<file path="src/sv/srod_pkg.sv">
// ----------------------------------------------------------------------------
// srod_pkg
// shared constants, types and helpers of the sector range obstacle detector
// ----------------------------------------------------------------------------
package srod_pkg;

  // field and state widths
  localparam int RANGE_BITS  = 16;
  localparam int ANGLE_BITS  = 8;
  localparam int THR_BITS    = 16;
  localparam int WIN_BITS    = 8;
  localparam int SUM_BITS    = 24;
  localparam int CNT_BITS    = 8;
  localparam int TOTAL_BITS  = CNT_BITS + 2;
  localparam int ADD_BITS    = ((RANGE_BITS > SUM_BITS) ? RANGE_BITS : SUM_BITS) + 1;

  localparam logic [SUM_BITS-1:0] SUM_MAX = {SUM_BITS{1'b1}};

  // queue sizes (powers of two)
  localparam int MID_DEPTH    = 2;
  localparam int MID_PTR_BITS = $clog2(MID_DEPTH);
  localparam int MID_CNT_BITS = $clog2(MID_DEPTH + 1);
  localparam int OUT_DEPTH    = 4;
  localparam int OUT_PTR_BITS = $clog2(OUT_DEPTH);
  localparam int OUT_CNT_BITS = $clog2(OUT_DEPTH + 1);

  // configuration port
  localparam int CFG_ADDR_BITS = 4;
  localparam int CFG_DATA_BITS = 32;

  localparam logic [ANGLE_BITS-1:0] FRONT_LOW_RST  = ANGLE_BITS'(95);
  localparam logic [ANGLE_BITS-1:0] FRONT_HIGH_RST = ANGLE_BITS'(105);
  localparam logic [THR_BITS-1:0]   THRESHOLD_RST  = THR_BITS'(1000);
  localparam logic [WIN_BITS-1:0]   WINDOW_RST     = WIN_BITS'(100);

  typedef enum logic [1:0] {
    REG_FRONT_LOW  = 2'd0,
    REG_FRONT_HIGH = 2'd1,
    REG_THRESHOLD  = 2'd2,
    REG_WINDOW     = 2'd3
  } reg_idx_t;

  typedef enum logic [1:0] {
    SECT_RIGHT = 2'd0,
    SECT_FRONT = 2'd1,
    SECT_LEFT  = 2'd2
  } sector_t;

  typedef struct packed {
    logic [ANGLE_BITS-1:0] front_low;
    logic [ANGLE_BITS-1:0] front_high;
    logic [THR_BITS-1:0]   threshold;
    logic [WIN_BITS-1:0]   window;
  } cfg_t;

  // classified sample handed from front to back
  typedef struct packed {
    sector_t               sector;
    logic [RANGE_BITS-1:0] range;
  } mid_item_t;

  // window totals captured at window end
  typedef struct packed {
    logic [SUM_BITS-1:0] right_sum;
    logic [SUM_BITS-1:0] left_sum;
    logic [SUM_BITS-1:0] front_sum;
    logic [CNT_BITS-1:0] right_cnt;
    logic [CNT_BITS-1:0] left_cnt;
    logic [CNT_BITS-1:0] front_cnt;
  } win_t;

  typedef struct packed {
    logic [SUM_BITS-1:0] right_lim;
    logic [SUM_BITS-1:0] left_lim;
    logic [SUM_BITS-1:0] front_lim;
  } lim_t;

  typedef struct packed {
    logic right;
    logic left;
    logic front;
  } flags_t;

  // saturating accumulate of one sample into a sector sum
  function automatic logic [SUM_BITS-1:0] sat_add(input logic [SUM_BITS-1:0]   sum,
                                                  input logic [RANGE_BITS-1:0] rng);
    logic [ADD_BITS-1:0] s;
    s = ADD_BITS'(sum) + ADD_BITS'(rng);
    if (s > ADD_BITS'(SUM_MAX)) begin
      sat_add = SUM_MAX;
    end else begin
      sat_add = s[SUM_BITS-1:0];
    end
  endfunction

endpackage

</file>
<file path="src/sv/srod_front.sv">
// ----------------------------------------------------------------------------
// srod_front
// accepts samples and sorts each one into the right, front or left sector
// ----------------------------------------------------------------------------
module srod_front (
  input  logic                           clk,
  input  logic                           rst_n,
  input  srod_pkg::cfg_t                 cfg,
  input  logic                           push,
  output logic                           full,
  input  logic [srod_pkg::ANGLE_BITS-1:0] scan_angle,
  input  logic [srod_pkg::RANGE_BITS-1:0] range_value,
  output logic                           mid_push,
  input  logic                           mid_full,
  output srod_pkg::mid_item_t            mid_item
);

  logic                v_r;
  logic                v_nxt;
  srod_pkg::mid_item_t item_r;
  srod_pkg::mid_item_t item_nxt;
  logic                accept;
  srod_pkg::sector_t   sector;

  // sector decision: below band is right, inside inclusive is front, else left
  always_comb begin
    priority if (scan_angle < cfg.front_low) begin
      sector = srod_pkg::SECT_RIGHT;
    end else if (scan_angle <= cfg.front_high) begin
      sector = srod_pkg::SECT_FRONT;
    end else begin
      sector = srod_pkg::SECT_LEFT;
    end
  end

  // holding stage in front of the queue
  assign mid_push = v_r && !mid_full;
  assign full     = v_r && mid_full;
  assign accept   = push && !full;
  assign mid_item = item_r;

  always_comb begin
    v_nxt    = accept || (v_r && mid_full);
    item_nxt = item_r;
    if (accept) begin
      item_nxt.sector = sector;
      item_nxt.range  = range_value;
    end
  end

  always_ff @(posedge clk) begin
    if (!rst_n) begin
      v_r <= 1'b0;
    end else begin
      v_r <= v_nxt;
    end
    item_r <= item_nxt;
  end

endmodule

</file>
<file path="src/sv/srod_mid_fifo.sv">
// ----------------------------------------------------------------------------
// srod_mid_fifo
// short queue of classified items between the front and the back
// ----------------------------------------------------------------------------
module srod_mid_fifo (
  input  logic                clk,
  input  logic                rst_n,
  input  logic                wr_en,
  input  srod_pkg::mid_item_t wr_item,
  output logic                is_full,
  input  logic                rd_en,
  output logic                rd_valid,
  output srod_pkg::mid_item_t rd_item
);

  srod_pkg::mid_item_t                  mem_r [srod_pkg::MID_DEPTH];
  logic [srod_pkg::MID_PTR_BITS-1:0]    wr_ptr_r;
  logic [srod_pkg::MID_PTR_BITS-1:0]    wr_ptr_nxt;
  logic [srod_pkg::MID_PTR_BITS-1:0]    rd_ptr_r;
  logic [srod_pkg::MID_PTR_BITS-1:0]    rd_ptr_nxt;
  logic [srod_pkg::MID_CNT_BITS-1:0]    cnt_r;
  logic [srod_pkg::MID_CNT_BITS-1:0]    cnt_nxt;
  logic                                 do_wr;
  logic                                 do_rd;

  assign is_full  = (cnt_r == srod_pkg::MID_CNT_BITS'(srod_pkg::MID_DEPTH));
  assign rd_valid = (cnt_r != '0);
  assign rd_item  = mem_r[rd_ptr_r];
  assign do_wr    = wr_en && !is_full;
  assign do_rd    = rd_en && rd_valid;

  // pointer and occupancy update
  always_comb begin
    wr_ptr_nxt = do_wr ? wr_ptr_r + 1'b1 : wr_ptr_r;
    rd_ptr_nxt = do_rd ? rd_ptr_r + 1'b1 : rd_ptr_r;
    cnt_nxt    = cnt_r + srod_pkg::MID_CNT_BITS'(do_wr) - srod_pkg::MID_CNT_BITS'(do_rd);
  end

  always_ff @(posedge clk) begin
    if (!rst_n) begin
      wr_ptr_r <= '0;
      rd_ptr_r <= '0;
      cnt_r    <= '0;
    end else begin
      wr_ptr_r <= wr_ptr_nxt;
      rd_ptr_r <= rd_ptr_nxt;
      cnt_r    <= cnt_nxt;
    end
    if (do_wr) begin
      mem_r[wr_ptr_r] <= wr_item;
    end
  end

endmodule

</file>
<file path="src/sv/srod_back.sv">
// ----------------------------------------------------------------------------
// srod_back
// sector accumulators, window end detection, mean test and result queue
// ----------------------------------------------------------------------------
module srod_back (
  input  logic                clk,
  input  logic                rst_n,
  input  srod_pkg::cfg_t      cfg,
  input  logic                mid_valid,
  input  srod_pkg::mid_item_t mid_item,
  output logic                mid_pop,
  output logic                empty,
  input  logic                pop,
  output srod_pkg::flags_t    flags
);

  // accumulators
  logic [srod_pkg::SUM_BITS-1:0] right_sum_r, right_sum_nxt;
  logic [srod_pkg::SUM_BITS-1:0] left_sum_r,  left_sum_nxt;
  logic [srod_pkg::SUM_BITS-1:0] front_sum_r, front_sum_nxt;
  logic [srod_pkg::CNT_BITS-1:0] right_cnt_r, right_cnt_nxt;
  logic [srod_pkg::CNT_BITS-1:0] left_cnt_r,  left_cnt_nxt;
  logic [srod_pkg::CNT_BITS-1:0] front_cnt_r, front_cnt_nxt;
  logic [srod_pkg::TOTAL_BITS-1:0] total;
  logic                            win_end;
  srod_pkg::win_t                  upd;

  // result pipeline
  logic           s1_v_r, s1_v_nxt;
  srod_pkg::win_t s1_win_r;
  logic           s2_v_r;
  srod_pkg::win_t s2_win_r;
  srod_pkg::lim_t s2_lim_r;
  srod_pkg::lim_t lim;
  srod_pkg::flags_t res;

  // result queue
  srod_pkg::flags_t                  q_r [srod_pkg::OUT_DEPTH];
  logic [srod_pkg::OUT_PTR_BITS-1:0] q_wr_r, q_rd_r;
  logic [srod_pkg::OUT_CNT_BITS-1:0] q_cnt_r, q_cnt_nxt;
  logic [srod_pkg::OUT_CNT_BITS:0]   committed;
  logic                              q_pop;

  // take an item only while the result queue can hold everything in flight
  assign committed = (srod_pkg::OUT_CNT_BITS + 1)'(q_cnt_r)
                   + (srod_pkg::OUT_CNT_BITS + 1)'(s1_v_r)
                   + (srod_pkg::OUT_CNT_BITS + 1)'(s2_v_r);
  assign mid_pop   = mid_valid
                   && (committed < (srod_pkg::OUT_CNT_BITS + 1)'(srod_pkg::OUT_DEPTH));

  // add the sample into its sector
  always_comb begin
    upd.right_sum = right_sum_r;
    upd.left_sum  = left_sum_r;
    upd.front_sum = front_sum_r;
    upd.right_cnt = right_cnt_r;
    upd.left_cnt  = left_cnt_r;
    upd.front_cnt = front_cnt_r;
    unique case (mid_item.sector)
      srod_pkg::SECT_RIGHT: begin
        upd.right_sum = srod_pkg::sat_add(right_sum_r, mid_item.range);
        upd.right_cnt = right_cnt_r + 1'b1;
      end
      srod_pkg::SECT_FRONT: begin
        upd.front_sum = srod_pkg::sat_add(front_sum_r, mid_item.range);
        upd.front_cnt = front_cnt_r + 1'b1;
      end
      srod_pkg::SECT_LEFT: begin
        upd.left_sum = srod_pkg::sat_add(left_sum_r, mid_item.range);
        upd.left_cnt = left_cnt_r + 1'b1;
      end
      default: begin
      end
    endcase
    total   = srod_pkg::TOTAL_BITS'(upd.right_cnt) + srod_pkg::TOTAL_BITS'(upd.left_cnt)
            + srod_pkg::TOTAL_BITS'(upd.front_cnt);
    win_end = (total >= srod_pkg::TOTAL_BITS'(cfg.window));
  end

  // accumulator next state: clear at window end
  always_comb begin
    right_sum_nxt = right_sum_r;
    left_sum_nxt  = left_sum_r;
    front_sum_nxt = front_sum_r;
    right_cnt_nxt = right_cnt_r;
    left_cnt_nxt  = left_cnt_r;
    front_cnt_nxt = front_cnt_r;
    s1_v_nxt      = 1'b0;
    if (mid_pop) begin
      if (win_end) begin
        right_sum_nxt = '0;
        left_sum_nxt  = '0;
        front_sum_nxt = '0;
        right_cnt_nxt = '0;
        left_cnt_nxt  = '0;
        front_cnt_nxt = '0;
        s1_v_nxt      = 1'b1;
      end else begin
        right_sum_nxt = upd.right_sum;
        left_sum_nxt  = upd.left_sum;
        front_sum_nxt = upd.front_sum;
        right_cnt_nxt = upd.right_cnt;
        left_cnt_nxt  = upd.left_cnt;
        front_cnt_nxt = upd.front_cnt;
      end
    end
  end

  // threshold times count per sector
  always_comb begin
    lim.right_lim = srod_pkg::SUM_BITS'(cfg.threshold)
                  * srod_pkg::SUM_BITS'(s1_win_r.right_cnt);
    lim.left_lim  = srod_pkg::SUM_BITS'(cfg.threshold)
                  * srod_pkg::SUM_BITS'(s1_win_r.left_cnt);
    lim.front_lim = srod_pkg::SUM_BITS'(cfg.threshold)
                  * srod_pkg::SUM_BITS'(s1_win_r.front_cnt);
  end

  // mean test, empty sector reads as clear
  always_comb begin
    res.right = (s2_win_r.right_cnt != '0) && (s2_win_r.right_sum <= s2_lim_r.right_lim);
    res.left  = (s2_win_r.left_cnt  != '0) && (s2_win_r.left_sum  <= s2_lim_r.left_lim);
    res.front = (s2_win_r.front_cnt != '0) && (s2_win_r.front_sum <= s2_lim_r.front_lim);
  end

  // result queue
  assign empty     = (q_cnt_r == '0);
  assign flags     = q_r[q_rd_r];
  assign q_pop     = pop && !empty;
  assign q_cnt_nxt = q_cnt_r + srod_pkg::OUT_CNT_BITS'(s2_v_r)
                   - srod_pkg::OUT_CNT_BITS'(q_pop);

  always_ff @(posedge clk) begin
    if (!rst_n) begin
      right_sum_r <= '0;
      left_sum_r  <= '0;
      front_sum_r <= '0;
      right_cnt_r <= '0;
      left_cnt_r  <= '0;
      front_cnt_r <= '0;
      s1_v_r      <= 1'b0;
      s2_v_r      <= 1'b0;
      q_wr_r      <= '0;
      q_rd_r      <= '0;
      q_cnt_r     <= '0;
    end else begin
      right_sum_r <= right_sum_nxt;
      left_sum_r  <= left_sum_nxt;
      front_sum_r <= front_sum_nxt;
      right_cnt_r <= right_cnt_nxt;
      left_cnt_r  <= left_cnt_nxt;
      front_cnt_r <= front_cnt_nxt;
      s1_v_r      <= s1_v_nxt;
      s2_v_r      <= s1_v_r;
      q_cnt_r     <= q_cnt_nxt;
      if (s2_v_r) begin
        q_wr_r <= q_wr_r + 1'b1;
      end
      if (q_pop) begin
        q_rd_r <= q_rd_r + 1'b1;
      end
    end
    s1_win_r <= upd;
    s2_win_r <= s1_win_r;
    s2_lim_r <= lim;
    if (s2_v_r) begin
      q_r[q_wr_r] <= res;
    end
  end

  // results in flight never overrun the result queue
  a_no_overrun: assert property (@(posedge clk) disable iff (!rst_n)
    committed <= (srod_pkg::OUT_CNT_BITS + 1)'(srod_pkg::OUT_DEPTH))
    else $error("result queue overrun");

  // a captured window always reaches the compare stage next cycle
  a_pipe_flow: assert property (@(posedge clk) disable iff (!rst_n)
    s1_v_r |=> s2_v_r)
    else $error("window capture lost");

  // accumulators start empty right after a window closes
  a_cleared: assert property (@(posedge clk) disable iff (!rst_n)
    s1_v_r |-> (right_cnt_r == '0 && left_cnt_r == '0 && front_cnt_r == '0
                && right_sum_r == '0 && left_sum_r == '0 && front_sum_r == '0))
    else $error("accumulators not cleared at window end");

  // no pop from the middle queue without an item there
  a_pop_valid: assert property (@(posedge clk) disable iff (!rst_n)
    mid_pop |-> mid_valid)
    else $error("pop from empty middle queue");

endmodule

</file>
<file path="src/sv/sector_range_obstacle_detector_unit.sv">
// ----------------------------------------------------------------------------
// sector_range_obstacle_detector_unit
// sorts range samples into right, front and left sectors and reports obstacles
// ----------------------------------------------------------------------------
// Takes one sample per clock cycle while full is low, with no gaps. The front
// stage classifies the sample by servo angle and passes it through a two-item
// queue to the accumulators, which add one sample per cycle while the result
// queue has room. The last sample of a window passes through the front
// register and the queue, the window closes as the accumulators take it,
// then the threshold-times-count multiply is registered and the compare
// result is written into the four-entry result queue. full rises only when
// the result queue backs up through the pipeline. Configuration registers at
// byte addresses 0, 4, 8 and 12 are front low angle, front high angle, range
// threshold and window size; change them only while no sample is in flight.
module sector_range_obstacle_detector_unit (
  input  logic                                 clk,
  input  logic                                 rst_n,
  // sample input
  input  logic                                 push,
  output logic                                 full,
  input  logic [srod_pkg::ANGLE_BITS-1:0]      in_scan_angle,
  input  logic [srod_pkg::RANGE_BITS-1:0]      in_range_value,
  // result output
  output logic                                 empty,
  input  logic                                 pop,
  output logic                                 out_obstacle_right,
  output logic                                 out_obstacle_left,
  output logic                                 out_obstacle_front,
  // configuration
  input  logic                                 psel,
  input  logic                                 penable,
  input  logic                                 pwrite,
  input  logic [srod_pkg::CFG_ADDR_BITS-1:0]   paddr,
  input  logic [srod_pkg::CFG_DATA_BITS-1:0]   pwdata,
  output logic [srod_pkg::CFG_DATA_BITS-1:0]   prdata,
  output logic                                 pready
);

  srod_pkg::cfg_t      cfg_r;
  srod_pkg::cfg_t      cfg_nxt;
  srod_pkg::reg_idx_t  reg_idx;
  logic                cfg_wr;
  logic                mid_push;
  logic                mid_full;
  srod_pkg::mid_item_t mid_wr_item;
  logic                mid_valid;
  logic                mid_pop;
  srod_pkg::mid_item_t mid_rd_item;
  srod_pkg::flags_t    flags;

  // register file
  assign pready  = 1'b1;
  assign reg_idx = srod_pkg::reg_idx_t'(paddr[srod_pkg::CFG_ADDR_BITS-1:2]);
  assign cfg_wr  = psel && penable && pwrite && pready;

  always_comb begin
    cfg_nxt = cfg_r;
    if (cfg_wr) begin
      unique case (reg_idx)
        srod_pkg::REG_FRONT_LOW:  cfg_nxt.front_low  = pwdata[srod_pkg::ANGLE_BITS-1:0];
        srod_pkg::REG_FRONT_HIGH: cfg_nxt.front_high = pwdata[srod_pkg::ANGLE_BITS-1:0];
        srod_pkg::REG_THRESHOLD:  cfg_nxt.threshold  = pwdata[srod_pkg::THR_BITS-1:0];
        srod_pkg::REG_WINDOW:     cfg_nxt.window     = pwdata[srod_pkg::WIN_BITS-1:0];
        default: begin
        end
      endcase
    end
  end

  // register readback
  always_comb begin
    unique case (reg_idx)
      srod_pkg::REG_FRONT_LOW:  prdata = srod_pkg::CFG_DATA_BITS'(cfg_r.front_low);
      srod_pkg::REG_FRONT_HIGH: prdata = srod_pkg::CFG_DATA_BITS'(cfg_r.front_high);
      srod_pkg::REG_THRESHOLD:  prdata = srod_pkg::CFG_DATA_BITS'(cfg_r.threshold);
      srod_pkg::REG_WINDOW:     prdata = srod_pkg::CFG_DATA_BITS'(cfg_r.window);
      default:                  prdata = '0;
    endcase
  end

  always_ff @(posedge clk) begin
    if (!rst_n) begin
      cfg_r.front_low  <= srod_pkg::FRONT_LOW_RST;
      cfg_r.front_high <= srod_pkg::FRONT_HIGH_RST;
      cfg_r.threshold  <= srod_pkg::THRESHOLD_RST;
      cfg_r.window     <= srod_pkg::WINDOW_RST;
    end else begin
      cfg_r <= cfg_nxt;
    end
  end

  // classification front
  srod_front u_front (
    .clk         (clk),
    .rst_n       (rst_n),
    .cfg         (cfg_r),
    .push        (push),
    .full        (full),
    .scan_angle  (in_scan_angle),
    .range_value (in_range_value),
    .mid_push    (mid_push),
    .mid_full    (mid_full),
    .mid_item    (mid_wr_item)
  );

  // decoupling queue
  srod_mid_fifo u_mid_fifo (
    .clk      (clk),
    .rst_n    (rst_n),
    .wr_en    (mid_push),
    .wr_item  (mid_wr_item),
    .is_full  (mid_full),
    .rd_en    (mid_pop),
    .rd_valid (mid_valid),
    .rd_item  (mid_rd_item)
  );

  // accumulate and decide
  srod_back u_back (
    .clk       (clk),
    .rst_n     (rst_n),
    .cfg       (cfg_r),
    .mid_valid (mid_valid),
    .mid_item  (mid_rd_item),
    .mid_pop   (mid_pop),
    .empty     (empty),
    .pop       (pop),
    .flags     (flags)
  );

  assign out_obstacle_right = flags.right;
  assign out_obstacle_left  = flags.left;
  assign out_obstacle_front = flags.front;

endmodule

</file>
<file path="config.mk">
export PLATFORM = sky130hd
export DESIGN_NAME = sector_range_obstacle_detector_unit
export DESIGN_NICKNAME = d
export VERILOG_FILES = /design/src/sv/srod_pkg.sv /design/src/sv/srod_front.sv /design/src/sv/srod_mid_fifo.sv /design/src/sv/srod_back.sv /design/src/sv/sector_range_obstacle_detector_unit.sv
export SDC_FILE = /design/constraint.sdc
export NUM_CORES = 2
export LEC_CHECK = 0
export BUFFER_PORTS_ARGS = -buffer_cell sky130_fd_sc_hd__buf_2
export CORE_MARGIN = 5
export CORE_UTILIZATION = 40
export DETAILED_ROUTE_END_ITERATION = 10
export SYNTH_ARGS = -nofsm -noshare
export SYNTH_HDL_FRONTEND = slang
export SYNTH_SLANG_ARGS = --single-unit
</file>
<file path="constraint.sdc">
create_clock -name clk -period 16 [get_ports clk]
set_clock_uncertainty 0.2 [all_clocks]
set_input_delay 0.8 -clock clk [delete_from_list [all_inputs] [get_ports clk]]
set_output_delay 0.8 -clock clk [all_outputs]
set_load 0.01 [all_outputs]
</file>
Word-level counts from Yosys, hierarchy flattened
Memories as Yosys holds them, arrays and structs flattened. A register that Yosys moved wholly into a read port is not among the register bits.
Index checks and enable logic that the tools add are counted.

storage, ports and cells
  register bits after elaboration = 432
  bits in writable memories = 48
  input port bits = 67
  output and inout bits = 38
  word-level logic and storage cells = 129
  memories kept = 2

cells by class
  $add $sub $neg = 18
  multiply operators = 3
  order comparisons = 10
  eq/ne operators = 6
  muxes and demuxes = 26
  reduce and logical (&&, ||, !) cells = 28

memory list
  memory            depth  bits a word  rd ports  clocked after Yosys merged registers in  write ports  line                 text
  u_mid_fifo.mem_r  2      18           1         1                                        1            srod_mid_fifo.sv:16  srod_pkg::mid_item_t mem_r [srod_pkg::MID_DEPTH];
  u_back.q_r        4      3            1         1                                        1            srod_back.sv:38      srod_pkg::flags_t q_r [srod_pkg::OUT_DEPTH];

operators with widths
  kind                    number
  $mux W24                9
  $pmux W32 S4            1
  $add A24 B16 Y25        3
  $gt A25 B24 Y1 const B  3
  $le A24 B24 Y1          3
  $mul A16 B8 Y24         3
  $mux W8                 6
  $add A8 B1 Y8 const B   3
  $reduce_bool A8 Y1      3
  $logic_and A1 B1 Y1     12
  $add A10 B8 Y10         1
  $ge A10 B8 Y1           1
  $reduce_and A2 Y1       5
  $add A8 B8 Y9           1
  $eq A2 B2 Y1 const B    4
  $le A8 B8 Y1            1
  $lt A8 B8 Y1            1
  $mux W1                 7
  $mux W2                 3
  $add A2 B1 Y2 const B   2
  $add A3 B1 Y4           1
  $add A4 B1 Y4           1
  $eq A2 B1 Y1 const B    2
  $logic_not A2 Y1        2
  10 further kinds        13

Logic depth before layout (Yosys ltp)
  word-level depth = 7
  gate-level depth with buffers = 26
  gate-level depth less buffers = 21

Modules after synthesis
A second synthesis with hierarchy kept.

second synthesis, totals
  cell total of the unflattened synthesis = 3,320
  area total of the unflattened synthesis = 32,281.0 um^2

by module, submodules not included
  module                               instances  cells each  area an instance (um^2)  seq. area each (um^2)
  srod_back                            1          2,961       27,676.5                 7,787.5
  sector_range_obstacle_detector_unit  1          201         2,014.4                  800.8
  srod_mid_fifo                        1          83          1,589.0                  1,181.1
  srod_front                           1          75          1,001.0                  560.5

Worst setup path after synthesis
OpenSTA, ideal clock, no wires.

  kind = reg-to-reg
  from = reg u_back.s1_win_r[7] (netlist name)
  to = reg u_back.s2_lim_r[23] (netlist name)
  data arrival time = 5.117 ns
  data required time = 15.728 ns
  path slack = 10.611 ns
  stages on the path, launching flop included = 19
  path buffers = 1
  period minus slack after synthesis = 5.389 ns
  path through = dfxtp_1 > clkbuf_1 > nand2_1 > fa_1 > fa_1 > inv_1 > fa_1 > fa_1 > ha_1 > a21o_1 > a21o_1 > o21ai_0 > a21oi_1 > nor4_1 > o31ai_1 > or4_1 > a31o_2 > a21oi_1 > xnor2_1

RTL lines
  element                 line              text
  from (decl)             srod_back.sv:30   srod_pkg::win_t s1_win_r;
  from (signal assigned)  srod_back.sv:163  s1_win_r <= upd;
  to (signal assigned)    srod_back.sv:165  s2_lim_r <= lim;
  to (decl)               srod_back.sv:33   srod_pkg::lim_t s2_lim_r;

==> results_dict.tcl <==
set metrics [dict create \
    max_slew_margin_pct 24.01 \
    cts_buffer_depth 3 \
    dp_hpwl_mm 55.13 \
    hold_violations 0 \
    synth_edf_count 66 \
    cts_tree "yes" \
    initialDrtViolationCount 917 \
    rsz0062_at_grt "false" \
    nNetsFinal 3953 \
    min_path_type "flip-flop to flip-flop" \
    drt-total-wl_mm 74.07 \
    critPathMaxFanout 71 \
    critPathKind "flip-flop to flip-flop" \
    ctsHoldBuffers 0 \
    ys_seq_area_share_pct 32.32 \
    tns_ps 0 \
    synth_common_cells "417 x dfxtp_1, 416 x inv_1, 321 x nand2_1" \
    place_inst 4318 \
    pre_cts_ws_ps 9522 \
    p_per_area_nw_per_um2 116.1 \
    synth.cell_area_um2 31970 \
    period_minus_slack_ps 6443 \
    setup_slack_ps 9557 \
    ys_types 79 \
    drv_slew 0 \
    synthCells 3285 \
    yosys.area.top_type "dfxtp_1" \
    port_buffers 69 \
    stdcell_count 4422 \
    ys_ff_latch 483 \
    grt_start_max_net_pins 72 \
    start_util_pct 40.40 \
    num_rows 103 \
    clkSinkCount 483 \
    cts_buffers 54 \
    clock.fmax_mhz 155.2 \
    multi_input_area_um2 19550 \
    ys.flop_type "dfxtp_1" \
    cts_max_level 2 \
    gr-total-overflow 0 \
    ios 105 \
    power.leakage_nw 15.97 \
    ff_latch_area_um2 10330 \
    place_congestion 0.7982 \
    die-area_um2 85670 \
    peakVddDrop_mv 0.1073 \
    setup_viol 0 \
    worst_pin_slew_ps 1125 \
    grt_pass1_vias 23040 \
    clk_pin_slew_worst_paths_ps 60 \
    ctsRootBufferMaster "clkbuf_16" \
    yosysMostFrequentCell "dfxtp_1" \
    die_h_um 292.7 \
    post_drt_wl_per_cell_um 16.75 \
    vias 22260 \
    areaGrowthSynthToFinish_pct 10.31 \
    max_cap_violations 0 \
    n_fill_cell 7682 \
    fin_crit_sh_pct 40.27 \
    netlist.area_leader.share_pct 26.12 \
    yosys-top-cells-area "dfxtp_1 26%, fa_1 16%, ha_1 12%" \
    grt_usage_pct 17.37 \
    drc 0 \
    drive_gt1_share_pct 7.539 \
    crit_path_start_kind "flip-flop" \
    outcome "finished, final reports clean" \
    required_ps 16370 \
    postCtsSetupBuffers 0 \
    dr.pass1.iters 7 \
    core_um2 79130 \
    arrival_ps 6810 \
    clk_latency_ps 630 \
    end_kind "flip-flop" \
    ctsResizeCount 0 \
    dieWidth_um 292.7 \
    place_area_um2 33340 \
    vias_per_cell 5.034 \
    ant_nets 0 \
    grt_pass1_wl_mm 121.1 \
    utilization_pct 44.56 \
    antenna_found_initial 4 \
    syn_avg_cell_area_um2 9.731 \
    postLayoutCellArea_um2 35260 \
    async_flop_share_pct 0 \
    yosys_warnings 0 \
]
## power by group
group	internal [mW]	leakage [nW]	switching [mW]
Sequential	1.44	4.02	0.126
Clock	0.779	0.915	0.532
Combinational	0.507	11.0	0.709
Total	2.73	16.0	1.37
## routing by layer
metal | wire, um | track usage [%] | share of wire (%) | vias to the layer above
met3 | 2696 | 2.373 | 3.6 | 103
met2 | 36830 | 31.13 | 50 | 300
li1 | - | - | - | 10950
met5 | 13 | 0 | 0.018 | -
met4 | 1881 | 4.768 | 2.5 | 2
met1 | 32650 | 22.02 | 44 | 10910
## final timing paths
kind,cells after the start,from,endpoint,slack [ps]
max,23,flip-flop,u_back.front_sum_r[22],9560
min,0,u_back.s1_win_r[37],u_back.s2_win_r[37],120
max reg2reg,23,flip-flop,u_back.front_sum_r[22],9560
min reg2reg,0,u_back.s1_win_r[37],u_back.s2_win_r[37],120
## placed cells by master, fill, tap and decap left out, drive strengths merged, types with 8 or more instances in the layout
cell type and n:
nor3 23, and3 21, mux2 22, nand2 321, xnor2 94, a21boi 29, a31oi 22, xor2 46
o22a 29, o31ai 8, ha 304, nor2b 43, mux2i 17, nor4 9, o21a 32, and2 255
buf 101, clkinv 9, edfxtp 66, nand2b 25, o211ai 20, clkbuf 74, nor2 123, mux4 11
inv 421, nand3 72, fa 258, or3 12, a21oi 120, a211oi 8, nand4 25, o21bai 15
conb 17, dfxtp 417, o21ai 93, a21o 55, a22o 59
## flip-flops by register name, summed over array words and instances (netlist names), 2 cells and up, named ones only
name / flops
u_back.right_cnt_r: 8
cfg_r: 40
u_back.q_r: 12
u_front.mid_item: 18
u_back.front_sum_r: 24
u_back.s2_win_r: 96
u_mid_fifo.cnt_r: 2
u_back.left_cnt_r: 8
u_mid_fifo.mem_r: 36
u_back.s2_lim_r: 72
u_back.s1_win_r: 96
u_back.front_cnt_r: 8
u_back.q_cnt_r: 3
u_back.q_rd_r: 2
u_back.left_sum_r: 24
u_back.right_sum_r: 24
u_back.q_wr_r: 2
## stage by stage
step / power [mW] / hold slack [ps]
finish: 4.095 / 124.4
global route: 4.373 / 122.4
CTS: 4.148 / 109.6
detailed placement: 2.816 / 112.1
global placement: 2.800 / 110.5
floorplan: 2.459 / 109.6
## kinds of logic (layout without fill, tap and decap cells)
group | after synthesis | in the layout | share of synthesized area, %
simple gates | 960 | 960 | 15.30
xor+xnor | 140 | 140 | 3.953
flops | 483 | 483 | 32.32
compound gates | 539 | 539 | 11.48
buf+inv | 549 | 618 | 6.787
mux | 50 | 50 | 2.082
fa+ha+maj | 562 | 562 | 28.06
other cells | 2 | 20 | 0.02349
## area by class of cell
cell class                 instances  area share (%)
antenna                            3         0.02129
clock buffer                      74           4.365
clock inverter                    27           1.050
inverter                         416           4.429
multi-input combinational       2268           55.45
sequential                       483           29.30
tap                             1050           3.726
timing repair buffer             101           1.661
## worst max-delay path: stages (launching register included)
cell and delay (ps):
dfxtp_1 300, buf_4 310, and3b_1 320, or2_1 130
buf_4 340, nand2_1 100, nand2_1 200, ha_1 270
a21o_1 170, a21oi_1 220, nor2_1 80, a221o_1 360
xor2_1 170, ha_1 330, nand2_1 60, o21ai_0 390
xor2_1 200, ha_1 250, o21a_1 100, a211oi_1 480
o2111a_2 290, buf_4 650, o21ai_1 120, o2bb2a_1 260
No activity file was read; power rests on OpenSTA's default activity.
